## config.mk

```make
export PLATFORM = sky130hd
export DESIGN_NAME = c3mp_queue
export DESIGN_NICKNAME = d
export VERILOG_FILES = /design/src/c3mp_pkg.sv /design/src/c3mp_queue.sv
export SDC_FILE = /design/constraint.sdc
export NUM_CORES = 1
export LEC_CHECK = 0
export ABC_AREA = 1
export BUFFER_PORTS_ARGS = -buffer_cell sky130_fd_sc_hd__buf_2
export CAP_MARGIN = 10
export CORE_ASPECT_RATIO = 1.5
export CORE_MARGIN = 2
export CORE_UTILIZATION = 45
export CTS_CLUSTER_DIAMETER = 50
export CTS_CLUSTER_SIZE = 20
export DETAILED_ROUTE_END_ITERATION = 7
export GPL_ROUTABILITY_DRIVEN = 1
export PLACE_DENSITY_LB_ADDON = 0.3
export SLEW_MARGIN = 20
export SYNTH_ARGS = -nofsm -noshare
export SYNTH_HDL_FRONTEND = slang
export SYNTH_SLANG_ARGS = --single-unit
```

## constraint.sdc

```tcl
create_clock -name i_clk -period 7.38 [get_ports i_clk]
set_input_delay 0.369 -clock i_clk [delete_from_list [all_inputs] [get_ports i_clk]]
set_output_delay 0.369 -clock i_clk [all_outputs]
set_load 0.02 [all_outputs]
```

## src/c3mp_pkg.sv

```systemverilog
package c3mp_pkg;

    // Defaults for the frame geometry and filter count
    localparam int DEF_IMG_ROWS    = 28;
    localparam int DEF_IMG_COLS    = 28;
    localparam int DEF_N_FILT      = 8;

    // Fixed datapath shape
    localparam int NF_MAX   = 8;
    localparam int TAPS     = 9;
    localparam int PIX_W    = 8;
    localparam int CIDX_W   = 7;
    localparam int COEF_W   = 16;
    localparam int X_W      = 9;
    localparam int PROD_W   = X_W + COEF_W;
    localparam int PART_W   = PROD_W + 2;
    localparam int SUM_W    = 28;
    localparam int POS_W    = 9;
    localparam int OPOS_W   = 4;
    localparam int QDEPTH   = 4;
    localparam int QPTR_W   = 2;
    localparam int QCNT_W   = 3;

    localparam logic CMD_PIXEL = 1'b0;
    localparam logic CMD_COEF  = 1'b1;

    typedef logic [TAPS-1:0][PIX_W-1:0] t_win;
    typedef logic [NF_MAX-1:0][SUM_W-1:0] t_sums;

    // Position info travelling with a window
    typedef struct packed {
        logic              cc_odd;
        logic              cr_odd;
        logic [POS_W-1:0]  pr;
        logic [POS_W-1:0]  pc;
        logic              last;
    } t_meta;

    // One queue entry: a coefficient write or a classified window
    typedef struct packed {
        logic              is_coef;
        logic [CIDX_W-1:0] cidx;
        logic [COEF_W-1:0] cval;
        logic              conv;
        t_win              win;
        t_meta             meta;
    } t_qent;

    // Centre a pixel: 2p - 255 as a 9-bit signed value
    function automatic logic signed [X_W-1:0] centre(input logic [PIX_W-1:0] p);
        centre = {~p[PIX_W-1], p[PIX_W-2:0], 1'b1};
    endfunction

endpackage

```

## src/c3mp_queue.sv

```systemverilog
module c3mp_queue (
    input  logic             i_clk,
    input  logic             i_rst_n,
    input  logic             i_push,
    input  c3mp_pkg::t_qent  i_ent,
    output logic             o_full,
    input  logic             i_pop,
    output logic             o_empty,
    output c3mp_pkg::t_qent  o_ent
);
    import c3mp_pkg::*;

    t_qent             r_mem [QDEPTH];
    logic [QPTR_W-1:0] r_wr, r_rd;
    logic [QCNT_W-1:0] r_cnt;
    logic              do_pop;

    assign o_full  = (r_cnt == QCNT_W'(QDEPTH));
    assign o_empty = (r_cnt == '0);
    assign o_ent   = r_mem[r_rd];
    assign do_pop  = i_pop && !o_empty;

    always_ff @(posedge i_clk) begin
        if (i_push) begin
            r_mem[r_wr] <= i_ent;
        end
    end

    // Pointers and fill count
    always_ff @(posedge i_clk) begin
        if (!i_rst_n) begin
            r_wr  <= '0;
            r_rd  <= '0;
            r_cnt <= '0;
        end else begin
            if (i_push) begin
                r_wr <= r_wr + QPTR_W'(1);
            end
            if (do_pop) begin
                r_rd <= r_rd + QPTR_W'(1);
            end
            if (i_push && !do_pop) begin
                r_cnt <= r_cnt + QCNT_W'(1);
            end else if (!i_push && do_pop) begin
                r_cnt <= r_cnt - QCNT_W'(1);
            end
        end
    end

endmodule

```

==> results.json <==
{
  "placed_cell_area_sq_mm": 0.0194,
  "worstReg2RegStart": "r_wr[0]$_SDFFE_PN0P_",
  "finalClockSkew_ps": 11.8,
  "routed_wl_microns": 38200,
  "antenna_found_initial": 3,
  "leakage_nw": 7.47,
  "die_h_microns": 248,
  "fillers": 3147,
  "wire_per_inst_microns": 18.7,
  "start_util_pct": 45.5,
  "critPathArrivalTime_ps": 3870,
  "postRouteAntennaNets": 0,
  "syn_nets": 1333,
  "die_w_microns": 166,
  "grt_max_degree": 132,
  "start_kind": "register",
  "drt_iter0_drc": 850,
  "cts_resized": 0,
  "end_kind": "output port",
  "cts.path.max_buffers": 3,
  "synth_top_area_cell": "edfxtp_1",
  "yosys_warnings": 0,
  "overflow": 0,
  "ys_seq_area_share_pct": 80.5,
  "root_buffer": "clkbuf_16",
  "drive_above_1_share_pct": 19.5,
  "p_total_mw": 6.50,
  "worst_ep_required_time_ps": 7010,
  "hp-class": "input port to register",
  "vias": 10893,
  "layout_setup_ws_ps": 3140,
  "htreeDepth": 1,
  "multi_input_area_sq_mm": 0.00304,
  "cts.sinks": 481,
  "ir_drop_mv": 0.250,
  "regArea_sq_mm": 0.0144,
  "synth_top_area_share_pct": 79.5,
  "drv_slew": 0,
  "synth_cells": 1205,
  "drv_cap": 0,
  "hold_violations": 0,
  "final.setup.tns_ps": 0,
  "dp_hpwl_microns": 20100,
  "setup-violations-final": 0,
  "nets": 1654,
  "path_max_fanout": 106,
  "rsz0062_at_grt": "false",
  "core-area_sq_mm": 0.0392,
  "min_from": "i_ent[82]",
  "grt_pass1_vias": 11021,
  "power.density_mw_per_mm2": 303,
  "grt_use_total_pct": 17.9,
  "dieArea_sq_mm": 0.0412,
  "critical_path_class": "register to output port",
  "fin_crit_sh_pct": 57.4,
  "status": "completed",
  "synth.ff_latch_count": 481,
  "max_freq_mhz": 236,
  "slew_headroom_pct": 26.7,
  "gp_congestion": 0.742,
  "ys_types": 21,
  "syn2layout_area_growth_pct": 20.4,
  "clk_pin_slew_ps": 70,
  "synthTopCellsByArea": "edfxtp_1 80%, o21ai_0 6.5%, nor2_1 5.1%, o22ai_1 4.1%, clkbuf_1 1.1%",
  "postLayoutCellArea_sq_mm": 0.0215,
  "vias_per_cell": 5.32,
  "post-route-drc-count": 0,
  "rows": 89,
  "portBuffers": 241,
  "worstSkewPairLatency_ps": 570,
  "postSynthAreaPerCell_sq_um": 14.8,
  "max_slew.worst_pin.slew_ps": 1100,
  "grt_pass1_wl_microns": 58300,
  "dr.pass1.iters": 5,
  "ios": 242,
  "final_util_pct": 54.7,
  "preCtsSetupSlack_ps": 3770,
  "finalCriticalPeriod_ps": 4240,
  "netlist_area_sq_mm": 0.0178,
  "cts_tree": "yes",
  "cts-buffers-inserted": 31
}
## synth_stat cells
| library cell | instances |
|---|---|
| a21oi_1 | 5 |
| buf_2 | 14 |
| buf_4 | 4 |
| buf_6 | 6 |
| clkbuf_1 | 52 |
| clkbuf_2 | 1 |
| clkinv_1 | 1 |
| dfxtp_1 | 9 |
| edfxtp_1 | 472 |
| fa_1 | 1 |
| ha_1 | 5 |
| inv_1 | 15 |
| inv_2 | 1 |
| nand2_1 | 15 |
| nand3_1 | 3 |
| nor2_1 | 242 |
| nor3_1 | 1 |
| o21ai_0 | 231 |
| o21ai_1 | 8 |
| o22ai_1 | 118 |
| xor2_1 | 1 |
## state kept, by name, summed over array words and instances (netlist names), named ones only
register	count
r_mem	472
r_cnt	3
r_rd	2
r_wr	2
## worst max-delay path, stage by stage (launching register included)
cell	delay (ps)
dfxtp_4	650
buf_4	780
buf_4	900
o21ai_0	310
o22ai_1	240
buf_2	200
## kinds of logic (layout without fill, tap and decap cells)
kind of cell    after synthesis  after routing  synth area share, %
flops                       481            481                 80.5
xor+xnor                      1              1               0.0492
buf+inv                      94            433                 2.42
fa+ha+maj                     6              6                0.463
simple gates                261            261                 5.53
other cells                   0              4                    0
compound gates              362            362                 11.0
## path summary, 6_finish.rpt
check | to | slack (ps) | cells after the start
max | o_ent[51] | 3140 | 5
min | r_mem[3][82]$_DFFE_PP_ | 20 | 1
max reg2reg | r_mem[2][13]$_DFFE_PP_ | 4720 | 5
min reg2reg | register | 510 | 2
## cell usage in the layout, fill, tap and decap left out, types with 2 or more instances in the layout
cell type / instances
o21ai_0: 231
a21oi_1: 5
clkinvlp_4: 2
buf_2: 241
clkinv_2: 7
inv_1: 11
nand2_1: 15
edfxtp_1: 472
inv_4: 4
dlygate4sd3_1: 115
ha_1: 5
nand3_1: 3
buf_4: 9
dfxtp_1: 7
clkinv_1: 7
nor2_1: 242
dfxtp_4: 2
inv_6: 3
clkbuf_16: 31
diode_2: 4
o22ai_1: 118
o21ai_1: 8
## report_power, final
part | internal [mW] | switching, mW
Sequential | 3.13 | 0.0737
Clock | 0.807 | 0.859
Combinational | 0.488 | 1.14
Total | 4.43 | 2.07
## through the flow
step	hold WS, ps	cells
after detailed placement	500	1878
final	24.3	2048
after CTS	2.72	2044
after global placement	491	1878
after global routing	8.05	2047
after floorplan	465	1205
## layer usage
layer / track usage [%] / wire length (microns)
met1: 21.8 / 15300
met5: 0 / 0
met2: 32.2 / 19700
met3: 3.05 / 2150
met4: 6.64 / 1060
## area by class of cell
class                      count  share of cell area, %
multi-input combinational    630                   14.1
inverter                      17                  0.373
sequential                   481                   66.9
clock buffer                  32                   3.63
timing repair buffer         365                   11.3
antenna                        4                 0.0467
clock inverter                19                  0.647
tap                          500                   2.92
## what timing repair did
item | in CTS | in global routing
hold buffers | 115 | 0
hold endpoints to repair | 457 | 0
buffers inserted | 0 | 0
Note: power is estimated with default switching activity, not from simulation.
