--- src/c3mp_pkg.sv ---
package c3mp_pkg;

    // Defaults for the frame geometry and filter count
    localparam int DEF_IMG_ROWS    = 28;
    localparam int DEF_IMG_COLS    = 28;
    localparam int DEF_N_FILT      = 8;

    // Fixed datapath shape
    localparam int NF_MAX   = 8;
    localparam int TAPS     = 9;
    localparam int PIX_W    = 8;
    localparam int CIDX_W   = 7;
    localparam int COEF_W   = 16;
    localparam int X_W      = 9;
    localparam int PROD_W   = X_W + COEF_W;
    localparam int PART_W   = PROD_W + 2;
    localparam int SUM_W    = 28;
    localparam int POS_W    = 9;
    localparam int OPOS_W   = 4;
    localparam int QDEPTH   = 4;
    localparam int QPTR_W   = 2;
    localparam int QCNT_W   = 3;

    localparam logic CMD_PIXEL = 1'b0;
    localparam logic CMD_COEF  = 1'b1;

    typedef logic [TAPS-1:0][PIX_W-1:0] t_win;
    typedef logic [NF_MAX-1:0][SUM_W-1:0] t_sums;

    // Position info travelling with a window
    typedef struct packed {
        logic              cc_odd;
        logic              cr_odd;
        logic [POS_W-1:0]  pr;
        logic [POS_W-1:0]  pc;
        logic              last;
    } t_meta;

    // One queue entry: a coefficient write or a classified window
    typedef struct packed {
        logic              is_coef;
        logic [CIDX_W-1:0] cidx;
        logic [COEF_W-1:0] cval;
        logic              conv;
        t_win              win;
        t_meta             meta;
    } t_qent;

    // Centre a pixel: 2p - 255 as a 9-bit signed value
    function automatic logic signed [X_W-1:0] centre(input logic [PIX_W-1:0] p);
        centre = {~p[PIX_W-1], p[PIX_W-2:0], 1'b1};
    endfunction

endpackage

--- src/c3mp_front.sv ---
module c3mp_front #(
    parameter int IMG_ROWS = 28,
    parameter int IMG_COLS = 28
) (
    input  logic                           i_clk,
    input  logic                           i_rst_n,
    input  logic                           i_valid,
    output logic                           o_ready,
    input  logic                           i_cmd,
    input  logic [c3mp_pkg::PIX_W-1:0]     i_pixel,
    input  logic [c3mp_pkg::CIDX_W-1:0]    i_cidx,
    input  logic [c3mp_pkg::COEF_W-1:0]    i_cval,
    input  logic                           i_qfull,
    output logic                           o_push,
    output c3mp_pkg::t_qent                o_ent
);
    import c3mp_pkg::*;

    localparam int RW = $clog2(IMG_ROWS);
    localparam int CW = $clog2(IMG_COLS);
    localparam int PR = (IMG_ROWS - 2) / 2;
    localparam int PC = (IMG_COLS - 2) / 2;

    logic [RW-1:0] r_row, n_row;
    logic [CW-1:0] r_col, n_col;
    t_win          r_win, n_win;
    logic [PIX_W-1:0] r_line0 [IMG_COLS];
    logic [PIX_W-1:0] r_line1 [IMG_COLS];
    logic [PIX_W-1:0] r_rd0, r_rd1;
    logic          pix_acc;
    logic [RW-1:0] cr;
    logic [CW-1:0] cc;
    logic [RW-1:0] pr;
    logic [CW-1:0] pc;
    logic          conv;

    assign o_ready = !i_qfull;
    assign o_push  = i_valid && !i_qfull;
    assign pix_acc = o_push && (i_cmd == CMD_PIXEL);

    // Raster position of the next pixel
    always_comb begin
        n_row = r_row;
        n_col = r_col;
        if (pix_acc) begin
            if (r_col == CW'(IMG_COLS - 1)) begin
                n_col = '0;
                n_row = (r_row == RW'(IMG_ROWS - 1)) ? '0 : r_row + RW'(1);
            end else begin
                n_col = r_col + CW'(1);
            end
        end
    end

    always_ff @(posedge i_clk) begin
        if (!i_rst_n) begin
            r_row <= '0;
            r_col <= '0;
        end else begin
            r_row <= n_row;
            r_col <= n_col;
        end
    end

    // Line stores: read ahead at the next column, write at the current one
    always_ff @(posedge i_clk) begin
        if (pix_acc) begin
            r_line0[r_col] <= r_rd1;
            r_line1[r_col] <= i_pixel;
        end
        r_rd0 <= r_line0[n_col];
        r_rd1 <= r_line1[n_col];
    end

    // Window shift with the new column on the right
    always_comb begin
        n_win = r_win;
        for (int k = 0; k < 3; k++) begin
            n_win[k*3]     = r_win[k*3 + 1];
            n_win[k*3 + 1] = r_win[k*3 + 2];
        end
        n_win[2] = r_rd0;
        n_win[5] = r_rd1;
        n_win[8] = i_pixel;
    end

    always_ff @(posedge i_clk) begin
        if (pix_acc) begin
            r_win <= n_win;
        end
    end

    // Classify the conv position
    always_comb begin
        cr   = r_row - RW'(2);
        cc   = r_col - CW'(2);
        pr   = cr >> 1;
        pc   = cc >> 1;
        conv = (r_row >= RW'(2)) && (r_col >= CW'(2)) &&
               (pr < RW'(PR)) && (pc < CW'(PC));
    end

    always_comb begin
        o_ent          = '0;
        o_ent.is_coef  = (i_cmd == CMD_COEF);
        o_ent.cidx     = i_cidx;
        o_ent.cval     = i_cval;
        o_ent.conv     = conv;
        o_ent.win      = n_win;
        o_ent.meta.cc_odd = cc[0];
        o_ent.meta.cr_odd = cr[0];
        o_ent.meta.pr  = POS_W'(pr);
        o_ent.meta.pc  = POS_W'(pc);
        o_ent.meta.last = (pr == RW'(PR - 1)) && (pc == CW'(PC - 1));
    end

endmodule

--- config.mk ---
export PLATFORM = sky130hd
export DESIGN_NAME = c3mp_front
export DESIGN_NICKNAME = d
export VERILOG_FILES = /design/src/c3mp_pkg.sv /design/src/c3mp_front.sv
export SDC_FILE = /design/constraint.sdc
export NUM_CORES = 1
export LEC_CHECK = 0
export ABC_AREA = 1
export BUFFER_PORTS_ARGS = -buffer_cell sky130_fd_sc_hd__buf_2
export CORE_MARGIN = 2
export CORE_UTILIZATION = 55
export CTS_CLUSTER_SIZE = 30
export DETAILED_ROUTE_END_ITERATION = 10
export PLACE_DENSITY = 0.74
export SYNTH_ARGS = -nofsm -noshare
export SYNTH_HDL_FRONTEND = slang
export SYNTH_SLANG_ARGS = --single-unit
--- constraint.sdc ---
create_clock -name i_clk -period 7.1 [get_ports i_clk]
set_input_delay 1.775 -clock i_clk [delete_from_list [all_inputs] [get_ports i_clk]]
set_output_delay 1.775 -clock i_clk [all_outputs]
set_load 0.01 [all_outputs]
==> results.md <==
- The wire length per cell after detailed routing is 21.9 um.
- The post-synthesis compound-gate area fraction is 0.725%.
- The kind of capture point of the worst setup path is a flop.
- The count of pins on the block boundary is 156.
- The via count of the first global-routing pass is 15,200.
- The total DRC errors in the routed layout is 0.
- Derived from the worst setup path, the maximum achievable clock frequency is 224 MHz.
- STA classifies the critical path startpoint as an input port.
- The final-layout setup total negative slack is 0 ns.
- The design draws 6.68 mW.
- The region available for standard cell placement spans 40,600 sq um.
- The placement-stage worst setup slack is 2.08 ns.
- The critical path class is input port to flop.
- The site row count is 74.
- The maximum buffer depth of the clock tree is 3.
- Using the TritonRoute via totals, the vias-per-cell ratio works out to 5.77.
- In the synthesized netlist, the number of instances is 2,065.
- Setup violations remaining at the end of the flow were counted as 0.
- Port buffering added 99 buffers.
- The number of nets in the finished design is 2,176.
- The number of setup buffers added after CTS is 0.
- The antenna violation net count after detailed routing is 0.
- The library cell used as clock root buffer is sky130_fd_sc_hd__clkbuf_16.
- The number of antenna violations at the first check in global routing is 2.
- The delay of the slowest critical-path stage is 0.54 ns.
- The analysis attributes to cell leakage a power of 10.4 nW.
- Sequential cells were found to cover 68.7% of the synthesized design area.
- The post-detailed-placement cell area is 23,300 sq um.
- In this run the worst hold path is classified as flop to flop.
- The worst slew margin relative to its limit is 6.61%.
- The fraction of final layout cells with drive strength greater than 1 is 12.4%.
- The final global-route overflow total is 0.
- The number of max-slew violations in the final report came to 0.
- The worst path meets setup with 2.63 ns of slack.
- The run finished with clean final reports.
- The mux contribution to synthesized area is 0%.
- The layout overhead on the synthesized area is 11.8%.
- The number of maximum-capacitance constraint violations is 0.
- The final clock skew is 0.0170 ns.
- The synthesized area is 22,400 sq um.
- The peak ir drop on the vdd network is 169 uV.
- The fraction of the mapped netlist area in simple logic gates is 19.6%.
- The final-report hold violation count was 0.
- Before antenna repair, the detailed router went through 5 iterations.
- The minimum clock period after layout is 4.47 ns.
- The placer congestion estimate is 0.893.
- The number of antenna repair diodes is 0.
- The die covers 42,400 sq um.
- The critical path goes through buf_2 -> inv_2 -> nand2_1 -> nor2_4 -> buf_4 -> nand3_1 -> nand2_4 -> inv_4 -> buf_12 -> nand3_1 -> nand3_1 -> nand3_1 -> nand2_1 -> nand2_1 -> nand2_1.
- The TritonCTS buffer count is 53.
- Setup repair after global routing left no endpoint under its margin.
- Clock-pin slew was measured on the worst setup and hold paths at 0.06 ns.
- The worst hold slack after final layout is 0.448 ns.
- The total detailed-routing wirelength is 59.1 mm.
- The wire length of the first global-routing pass is 88.8 mm.
- The pin count of the biggest net entering global routing is 236.
- After synthesis, the mean cell area works out to 10.9 sq um.
- The final cell area excluding filler cells is 25,100 sq um.
- The total via count after detailed routing is 15,600.
- The number of clock sinks seen by CTS is 522.
- After Yosys synthesis, full adders, half adders and majority gates account for 0.725% of the synthesized area.
- The number of gates given a new drive strength after cts is 0.
- For this configuration, the core starts out at a cell density of 55.3%.
- The die is 206 um wide.
- Of all nets on the critical path, the largest fanout is 85.
- TritonCTS built the clock tree.
- The required time of the worst setup path is 7.59 ns.
- The post-route clock period utilization is 62.9%.
- Of the total synthesized cell area, the portion taken by XOR and XNOR cells is 0.156%.
- The highest-delay cell along the critical path is sky130_fd_sc_hd__buf_4.
- The clock insertion delay at the later pin of the skew report is 0.62 ns.
- STA puts the critical path data arrival time at 4.96 ns.
- The floorplan step set the die height to 206 um.
- The sum of buffers and inverters on the critical path is 5.
- The HPWL reported at the end of detailed placement is 31.8 mm.
- At the pin with the least slew margin, the transition time is 1.40 ns.
- The depth of the CTS H-tree is 2.
- During synthesis, Yosys emitted a total of 0 warnings.
- The count of routing violations after the opening detailed-route iteration is 1,931.
- The count of state elements after synthesis is 522.
- Grouping stages by cell kind, the critical path spends the most delay in simple AND/OR/NAND/NOR gates.
- The synthesized netlist contains 31 unique library cells.
- For this design the ratio of total power to cell area is 266 nW/um^2.
- Buffers inserted to repair hold after CTS numbered 0.
- In the global route stage, overall resource usage came out at 28.2%.
- The largest family of logic cells by synthesized area is simple AND/OR/NAND/NOR gates.
==> layout make-up <==
type | count | area, sq um
sequential | 522 | 15400
clock buffer | 72 | 1510
multi-input combinational | 1032 | 4870
timing repair buffer | 152 | 918
fill | 3134 | 15500
tap | 532 | 666
clock inverter | 27 | 325
inverter | 366 | 1380
==> synthesized netlist by cell type (all sizes together) <==
cell type  instances  area share [%]
nor3b              1           0.033
conb               1           0.017
nor3               5            0.11
nand2            458             7.7
a311oi             1           0.039
edfxtp           496              66
buf              114             3.3
clkbuf            40            0.67
inv              364             6.1
o211ai             4            0.13
a21oi              2           0.045
nor4               1           0.028
nor2              43            0.76
o21ai             22            0.51
ha                13            0.72
nand3            376             8.4
xor2               4            0.16
dfxtp             26             2.3
clkinv             2           0.033
nand4             92             2.6
==> cells by family after synthesis <==
group                      count (synthesis)
buffers and inverters                    520
AOI/OAI and AO/OA                         29
adders and majority gates                 13
and+or+nand+nor                          976
other                                      1
xor gates and xnor gates                   4
DFF                                      522
==> through the flow <==
| stage | utilization, % | cells |
|---|---|---|
| 2_1_floorplan | - | 2074 |
| 3_3_place_gp | 57.3 | 2604 |
| 3_5_place_dp | 57.3 | 2604 |
| 4_1_cts | 61.9 | 2703 |
| 5_1_grt | 61.9 | 2703 |
| 6_report | 61.9 | 2703 |
==> where the power goes <==
part	switching, mW	total, mW	internal [mW]
clock	1.17	2.91	1.74
sequential	0.0116	3.43	3.41
combinational	0.261	0.351	0.0897
==> worst paths after layout <==
check	depth (start not counted)	endpoint	start	slack [ns]
worst max-delay path	15	r_rd1[4]	i_qfull	2.63
worst min-delay path	0	o_ent[26]	o_ent[34]	0.45
worst max register to register	10	r_rd0[0]	r_col[0]	3.75
worst min register to register	0	o_ent[26]	o_ent[34]	0.45
==> placed cells by master, fill, tap and decap left out, drive strengths merged <==
master  Yosys  routed
edfxtp    496     496
nand2     458     458
nand3     376     376
inv       364     366
buf       114     152
nand4      92      92
clkbuf     40      72
nor2       43      43
dfxtp      26      26
o21ai      22      22
clkinv      2      20
ha         13      13
conb        1      10
bufinv      0       7
nor3        5       5
xor2        4       4
o211ai      4       4
a21oi       2       2
a311oi      1       1
nor3b       1       1
nor4        1       1
==> state kept, by name (all words and copies together), names as in the netlist <==
register  cells
r_line0     224
o_ent        48
r_rd0         8
r_row         5
r_col         5
r_rd1         8
r_line1     224
==> layer usage <==
layer | wire (um) | global-route usage [%] | up-vias
met1 | 22100 | 37.6 | 7445
met5 | 0 | 0 | -
li1 | - | - | 6979
met3 | 6610 | 6.10 | 206
met4 | 3000 | 14.0 | 0
met2 | 27300 | 44.2 | 966
No activity file was read; power rests on OpenSTA's default activity.
